$ cat src/hw/rtl/srfc_pkg.sv
// shared types and constants for the sensor reply frame checker
package srfc_pkg;

  localparam logic [7:0]  HDR_BYTE0   = 8'hEF;
  localparam logic [7:0]  HDR_BYTE1   = 8'h01;
  localparam logic [7:0]  HDR_FILL    = 8'hFF;
  localparam int          HDR_LEN     = 6;
  localparam int          PRE_LEN     = 10;
  localparam int          FRAME_OVHD  = 12;
  localparam int          SUM_OFFSET  = 7;
  localparam logic [15:0] MIN_LEN     = 16'd3;
  localparam int          CNT_W       = 17;
  localparam int          LEN_W       = 16;
  localparam int          OUT_DATA_W  = 32;
  localparam int          OUT_USER_W  = 2;

  localparam logic [3:0] POS_PID    = 4'd6;
  localparam logic [3:0] POS_LEN_HI = 4'd7;
  localparam logic [3:0] POS_LEN_LO = 4'd8;

  typedef enum logic [1:0] {
    VERDICT_GOOD = 2'd0,
    VERDICT_CSUM = 2'd1,
    VERDICT_HDR  = 2'd2,
    VERDICT_LEN  = 2'd3
  } verdict_t;

  typedef struct packed {
    logic [7:0] payload_byte;
    logic       payload_valid;
    logic       verdict_valid;
    verdict_t   verdict;
    logic [7:0] confirm_code;
    logic [7:0] package_id;
  } result_t;

  typedef struct packed {
    logic [CNT_W-1:0] byte_count;
    logic             frame_ended;
    logic             verdict_given;
  } status_t;

endpackage

$ cat src/hw/rtl/srfc_core.sv
// frame receiver state and per-word decode logic
module srfc_core (
  input  logic                      clk,
  input  logic                      rst_n,
  input  logic                      step_en,
  input  logic [7:0]                rx_byte,
  input  logic                      restart,
  input  logic [15:0]               exp_len,
  output srfc_pkg::result_t         res,
  output srfc_pkg::status_t         status
);
  import srfc_pkg::*;

  logic [CNT_W-1:0] cnt_r, cnt_nxt;
  logic [15:0]      len_r, len_nxt;
  logic [15:0]      sum_r, sum_nxt;
  logic [15:0]      rsum_r, rsum_nxt;
  logic [7:0]       conf_r, conf_nxt;
  logic [7:0]       pid_r, pid_nxt;
  verdict_t         verd_r, verd_nxt;
  logic             ended_r, ended_nxt;
  logic             given_r, given_nxt;

  logic [CNT_W-1:0] pos;
  logic [CNT_W-1:0] sum_hi_pos;
  logic [CNT_W-1:0] need_cnt;
  logic [7:0]       want;
  logic [15:0]      len_full;
  logic [15:0]      rsum_full;

  assign sum_hi_pos = {1'b0, len_r} + CNT_W'(SUM_OFFSET);
  assign need_cnt   = {1'b0, exp_len} + CNT_W'(FRAME_OVHD);
  assign pos        = cnt_r;
  assign len_full   = {len_r[15:8], rx_byte};
  assign rsum_full  = {rsum_r[15:8], rx_byte};

  always_comb begin
    cnt_nxt   = cnt_r;
    len_nxt   = len_r;
    sum_nxt   = sum_r;
    rsum_nxt  = rsum_r;
    conf_nxt  = conf_r;
    pid_nxt   = pid_r;
    verd_nxt  = verd_r;
    ended_nxt = ended_r;
    given_nxt = given_r;
    want      = HDR_FILL;
    res       = '0;

    if (restart) begin
      cnt_nxt   = '0;
      len_nxt   = '0;
      sum_nxt   = '0;
      rsum_nxt  = '0;
      conf_nxt  = '0;
      pid_nxt   = '0;
      verd_nxt  = VERDICT_GOOD;
      ended_nxt = 1'b0;
      given_nxt = 1'b0;
    end else begin
      if (cnt_r != '1) begin
        cnt_nxt = cnt_r + CNT_W'(1);
      end
      if (!ended_r) begin
        if (pos < CNT_W'(HDR_LEN)) begin
          if (pos == '0) begin
            want = HDR_BYTE0;
          end else if (pos == CNT_W'(1)) begin
            want = HDR_BYTE1;
          end
          if (rx_byte != want) begin
            ended_nxt = 1'b1;
            verd_nxt  = VERDICT_HDR;
          end
        end else if (pos < CNT_W'(PRE_LEN)) begin
          sum_nxt = sum_r + {8'd0, rx_byte};
          unique case (pos[3:0])
            POS_PID:    pid_nxt = rx_byte;
            POS_LEN_HI: len_nxt = {rx_byte, 8'd0};
            POS_LEN_LO: begin
              len_nxt = len_full;
              if (len_full < MIN_LEN) begin
                ended_nxt = 1'b1;
                verd_nxt  = VERDICT_LEN;
              end
            end
            default:    conf_nxt = rx_byte;
          endcase
        end else if (pos < sum_hi_pos) begin
          sum_nxt           = sum_r + {8'd0, rx_byte};
          res.payload_byte  = rx_byte;
          res.payload_valid = 1'b1;
        end else if (pos == sum_hi_pos) begin
          rsum_nxt = {rx_byte, 8'd0};
        end else begin
          rsum_nxt  = rsum_full;
          ended_nxt = 1'b1;
          verd_nxt  = (rsum_full == sum_r) ? VERDICT_GOOD : VERDICT_CSUM;
        end
      end
      if (ended_nxt && !given_r && (cnt_nxt >= need_cnt)) begin
        given_nxt         = 1'b1;
        res.verdict_valid = 1'b1;
        res.verdict       = verd_nxt;
        if (verd_nxt == VERDICT_GOOD) begin
          res.confirm_code = conf_nxt;
        end
      end
    end
    res.package_id = pid_nxt;
  end

  always_ff @(posedge clk) begin
    if (!rst_n) begin
      cnt_r   <= '0;
      len_r   <= '0;
      sum_r   <= '0;
      rsum_r  <= '0;
      conf_r  <= '0;
      pid_r   <= '0;
      verd_r  <= VERDICT_GOOD;
      ended_r <= 1'b0;
      given_r <= 1'b0;
    end else if (step_en) begin
      cnt_r   <= cnt_nxt;
      len_r   <= len_nxt;
      sum_r   <= sum_nxt;
      rsum_r  <= rsum_nxt;
      conf_r  <= conf_nxt;
      pid_r   <= pid_nxt;
      verd_r  <= verd_nxt;
      ended_r <= ended_nxt;
      given_r <= given_nxt;
    end
  end

  assign status.byte_count    = cnt_r;
  assign status.frame_ended   = ended_r;
  assign status.verdict_given = given_r;

endmodule
$ cat config.mk
export PLATFORM = sky130hd
export DESIGN_NAME = srfc_core
export DESIGN_NICKNAME = d
export VERILOG_FILES = /design/src/hw/rtl/srfc_pkg.sv /design/src/hw/rtl/srfc_core.sv
export SDC_FILE = /design/constraint.sdc
export NUM_CORES = 1
export LEC_CHECK = 0
export ABC_AREA = 0
export BUFFER_PORTS_ARGS = -buffer_cell sky130_fd_sc_hd__buf_2
export CAP_MARGIN = 20
export CORE_MARGIN = 1
export CORE_UTILIZATION = 53
export CTS_CLUSTER_DIAMETER = 40
export DETAILED_ROUTE_END_ITERATION = 7
export GPL_ROUTABILITY_DRIVEN = 0
export PLACE_DENSITY = 0.87
export SLEW_MARGIN = 30
export SYNTH_ARGS = -nofsm -noshare
export SYNTH_HDL_FRONTEND = slang
export SYNTH_SLANG_ARGS = --single-unit
$ cat constraint.sdc
create_clock -name clk -period 4.8 [get_ports clk]
set_clock_uncertainty 0.2 [all_clocks]
set_input_delay 0.96 -clock clk [delete_from_list [all_inputs] [get_ports clk]]
set_output_delay 0.96 -clock clk [all_outputs]
set_load 0.005 [all_outputs]
### Word level (Yosys, flattened, before mapping)

Cells that the tools add are included.

* muxes and demuxes: 64
* magnitude comparators: 5
* add/subtract/negate cells: 4
* reduce and logical (&&, ||, !) cells: 17
* equal/unequal tests: 13

Operator list (count)
* 16-bit two-way mux: 15
* 8-bit two-way mux: 16
* 17-bit two-way mux: 3
* 9-bit two-way mux: 4
* 16-bit case mux with 2 select lines: 1
* 2-bit two-way mux: 10
* 20-bit two-way mux: 1
* 16-bit by 3-bit adder with 17-bit output (second input constant): 1
* 16-bit by 4-bit adder with 17-bit output (second input constant): 1
* 17-bit by 1-bit adder with 17-bit output (second input constant): 1
* 17-bit by 1-bit == test with 1-bit output (second input constant): 1
* 17-bit == test: 1
* 17-bit greater-or-equal comparator: 1
* 17-bit logical NOT: 1
* 17-bit less-than comparator: 1
* 17-bit by 3-bit less-than comparator with 1-bit output (second input constant): 1
* 17-bit by 4-bit less-than comparator with 1-bit output (second input constant): 1
* 17-bit inequality test (second input constant): 1
* 16-bit by 8-bit adder with 16-bit output: 1
* 16-bit == test: 1
* 16-bit by 2-bit less-than comparator with 1-bit output (second input constant): 1
* 1-bit two-way mux: 13
* 6-bit AND reduction: 2
* 11-bit two-way mux: 1
* 13 further kinds: 23

* register bits: 77
* bits of input ports: 28
* output and inout port bits: 47

### Depth between registers and ports, before layout

* depth in word-level cells: 15
* depth in mapped cells: 16
* mapped depth without buffers: 15

### Worst setup path before layout

No wires, ideal clock.

* path kind: register -> output
* start point: reg cnt_r[7]
* end point: out res[16] in the netlist's numbering
* slack: -212 ps
* stages on the path, launching flop included: 17
* path buffers: 3
* arrival: 3852 ps
* cells stage by stage: dfxtp_1 clkbuf_1 and4_1 or3b_1 clkbuf_1 o21ai_0 nor2_1 nand3_1 xnor2_1 ha_1 nand4_1 nor4_1 a2111oi_0 nor2_1 o31ai_1 clkbuf_1 nor3b_1

RTL lines
* from (decl): RTL line srfc_core.sv:14 `logic [CNT_W-1:0] cnt_r, cnt_nxt;`
* from (signal assigned): RTL line srfc_core.sv:125 `cnt_r <= cnt_nxt;`
* to (decl): RTL line srfc_core.sv:9 `output srfc_pkg::result_t res,`

==> results.yml <==
finish:
  antenna_cells: 0
  syn_to_final_growth_pct: 26.6
  post_layout_nonfiller_instances: 985
  fin_nets: 923
  fillers: 744
  drive_gt1_share_pct: 28.0
power_and_ir_drop:
  irDropWorstVdd_uv: 165
  power_w: 0.00137
  p_leak_nw: 3.15
  power_density_nw_per_um2: 186
sta:
  post-route-min-period_ps: 5100
  rsz0062_at_grt: "true"
  worstMarginPinSlew_ps: 806
  final_max_slew_viol_count: 0
  finalHoldViolCount: 0
  timing.hold.ws_ps: 274
  setup_violations: 19
  tns_ps: -3070
  fmax_mhz: 196
  slew_headroom_pct: 46.0
  period_share_pct: 106
  fin_ws_ps: -296
critical_path:
  end_kind: "output pin"
  slowest_stage: "a2111oi_4"
  start_kind: "flop"
  path_class: "reg -> out"
  crit_chain: "buf_6, or3_4, nand3_2, xor2_1, ha_1, nand4_1, nor3_2, a2111o_1, a2111oi_4, o21ai_2, a221o_2, buf_12, nor4_4, buf_2"
  slowest_delay_ps: 490
  required_ps: 3640
  crit_fanout: 7
  arrival_ps: 3940
floorplanning:
  start_util_pct: 55.5
  core_area_um2: 10500
  io_pins: 75
  rows: 37
  die_h_um: 107
  dieArea_um2: 11400
  dieWidth_um: 107
clock_network:
  cts_tree: "built"
  postCtsHoldBufs: 0
  clock_latency_ps: 370
  path_clk_slew_ps: 80
  cts_buffers: 9
  htreeDepth: 3
  root_buffer: "clkbuf_8"
  clockBufferDepth: 2
  cts.sinks: 77
routing:
  drt-total-wl_um: 19400
  viasPerCell: 6.47
  drtPass1Iterations: 6
  antenna_left: 0
  post_drt_wl_per_cell_um: 19.7
  first_iter_violations: 772
  vias: 6373
  drc: 0
place:
  io_buffers: 74
  dp.cells: 952
  dp_hpwl_um: 12400
logic_synthesis:
  synth_edf_count: 0
  async_reset_ff_share_pct: 0
  ys_seq_area_share_pct: 26.4
  yosys.cell_types.count: 64
  syn_area_um2: 5840
  synth-seq-cells: 77
  ys_warn_count: 0
  avgSynthCellArea_um2: 8.04
  synth_ff_type: "dfxtp_1"
  syn_nets: 803
  syn_inst: 726
outcome:
  status: "finished with violations"
  violations: "setup timing"
global_route:
  antenna_found_initial: 0
  grt_pass1_wl_um: 29500
  grt.overflow.total: 0
  first_global_vias: 5966
  grt_max_degree: 59
  track_usage_pct: 33.0
min_path:
  hold_class: "reg -> reg"
flow_run:
  maxCapViolations: 0
what timing repair did:
action / 4_1_cts / 5_1_grt
pin swaps: 28 / 30
resized for setup: 61 / 29
gates cloned: 1 / 0
setup endpoints to repair: 20 / 20
setup buffers: 12 / 7
path summary, 6_finish.rpt:
path | startpoint | depth (start not counted) | slack [ps] | end
worst max-delay path | len_r[1] | 14 | -300 | res[8]
worst min-delay path | sum_r[3] | 2 | 270 | sum_r[3]
worst max register to register | len_r[1] | 14 | 840 | sum_r[0]
worst min register to register | sum_r[3] | 2 | 270 | sum_r[3]
metrics by stage:
stage	cell area, um^2	util (%)	setup WS, ps
after global routing	7390	70.3	-437
final	7390	70.3	-296
after global placement	6650	63.3	56.6
after floorplan	5840	-	24.0
after CTS	7220	68.7	-172
after detailed placement	6660	63.3	-105
layout make-up:
class | instances | area (um^2) | area share (%)
flip-flops and latches | 77 | 1550 | 21.0
repair buffers | 150 | 1000 | 13.5
multi-input cells | 590 | 4400 | 59.5
inverters | 18 | 67.6 | 0.915
clock inverters | 1 | 30.0 | 0.407
clock buffers | 13 | 169 | 2.29
well taps | 136 | 170 | 2.30
worst max-delay path, delay by kind of cell, from the launching register on:
family	cells	cell delay [ps]
buffers and inverters	3	440
AND/OR/NAND/NOR	5	940
adder cells (fa/ha/maj)	1	270
AO/OA/AOI/OAI	4	1400
XOR/XNOR	1	180
flip-flops	1	330
per-layer routing:
layer | wire length, um | vias up | global-route usage [%]
met2 | 8990 | 398 | 54.6
met1 | 7490 | 2992 | 40.6
li1 | - | 2882 | -
met3 | 1930 | 101 | 6.99
met5 | 0 | - | 0
met4 | 972 | 0 | 16.2
cell usage after synthesis, types with 4 or more instances:
| library cell | instances | share of area, % |
|---|---|---|
| a22o_1 | 11 | 1.7 |
| and3_1 | 8 | 0.86 |
| dfxtp_1 | 77 | 26 |
| nor2b_1 | 25 | 2.7 |
| mux2i_1 | 16 | 2.7 |
| nor4_1 | 9 | 0.96 |
| nor4_2 | 8 | 1.7 |
| or4_1 | 5 | 0.64 |
| clkbuf_1 | 34 | 2.2 |
| nand2_1 | 64 | 4.1 |
| o31ai_1 | 10 | 1.3 |
| nand3_1 | 46 | 3.9 |
| nor3b_1 | 6 | 0.77 |
| o21ai_0 | 34 | 2.9 |
| a21boi_0 | 21 | 2.7 |
| o21ai_1 | 6 | 0.51 |
| a22oi_1 | 10 | 1.3 |
| nand4_1 | 16 | 1.7 |
| and4_1 | 4 | 0.60 |
| a21oi_1 | 26 | 2.2 |
| xnor2_1 | 23 | 3.5 |
| and2_1 | 13 | 1.4 |
| inv_1 | 18 | 1.2 |
| nor3_1 | 24 | 2.1 |
| xor2_1 | 30 | 4.5 |
| a211oi_1 | 6 | 0.77 |
| nor2_1 | 48 | 3.1 |
| ha_1 | 48 | 10 |
| or3_1 | 8 | 0.86 |
| o21a_1 | 15 | 1.9 |
placed cells by master (no fill, tap or decap), types with 4 or more instances in the layout:
cell type,synthesis,layout
nor3b_1,6,5
buf_2,3,74
clkbuf_8,0,12
a22o_1,11,11
nand2_1,64,64
nor2_2,1,5
nor2_1,48,42
or3_1,8,5
a21boi_0,21,20
and3_1,8,7
nor4_4,0,6
buf_6,0,9
o21a_1,15,15
a211oi_1,6,4
o21ai_0,34,31
dfxtp_1,77,67
nor3_1,24,19
nand3_2,0,6
xor2_1,30,29
nand3_1,46,39
buf_4,3,65
ha_1,48,46
nand4_1,16,16
o31ai_1,10,9
nor2b_1,25,22
and2_1,13,12
xnor2_1,23,20
o21ai_1,6,7
a22oi_1,10,10
nor4_1,9,8
dfxtp_2,0,10
inv_1,18,16
mux2i_1,16,16
a21oi_1,26,26
or4_1,5,4
kinds of logic after synthesis:
group,count (synthesis),share of synthesized area [%]
AO/OA/AOI/OAI,170,20.2
XOR/XNOR,53,7.95
adder cells (fa/ha/maj),49,10.6
buffers and inverters,59,4.05
flip-flops,77,26.4
multiplexers,17,2.94
AND/OR/NAND/NOR,301,27.8
flip-flops by register name, indices dropped and copies added, names as in the netlist:
name	cells
rsum_r	8
conf_r	8
given_r	1
pid_r	8
ended_r	1
cnt_r	17
len_r	16
sum_r	16
verd_r	2
power breakdown:
group | switching, W | total (W) | internal, W
Combinational | 0.000124 | 0.000195 | 0.0000713
Clock | 0.000245 | 0.000523 | 0.000278
Sequential | 0.00000735 | 0.000652 | 0.000645
Note: power is estimated with default switching activity, not from simulation.
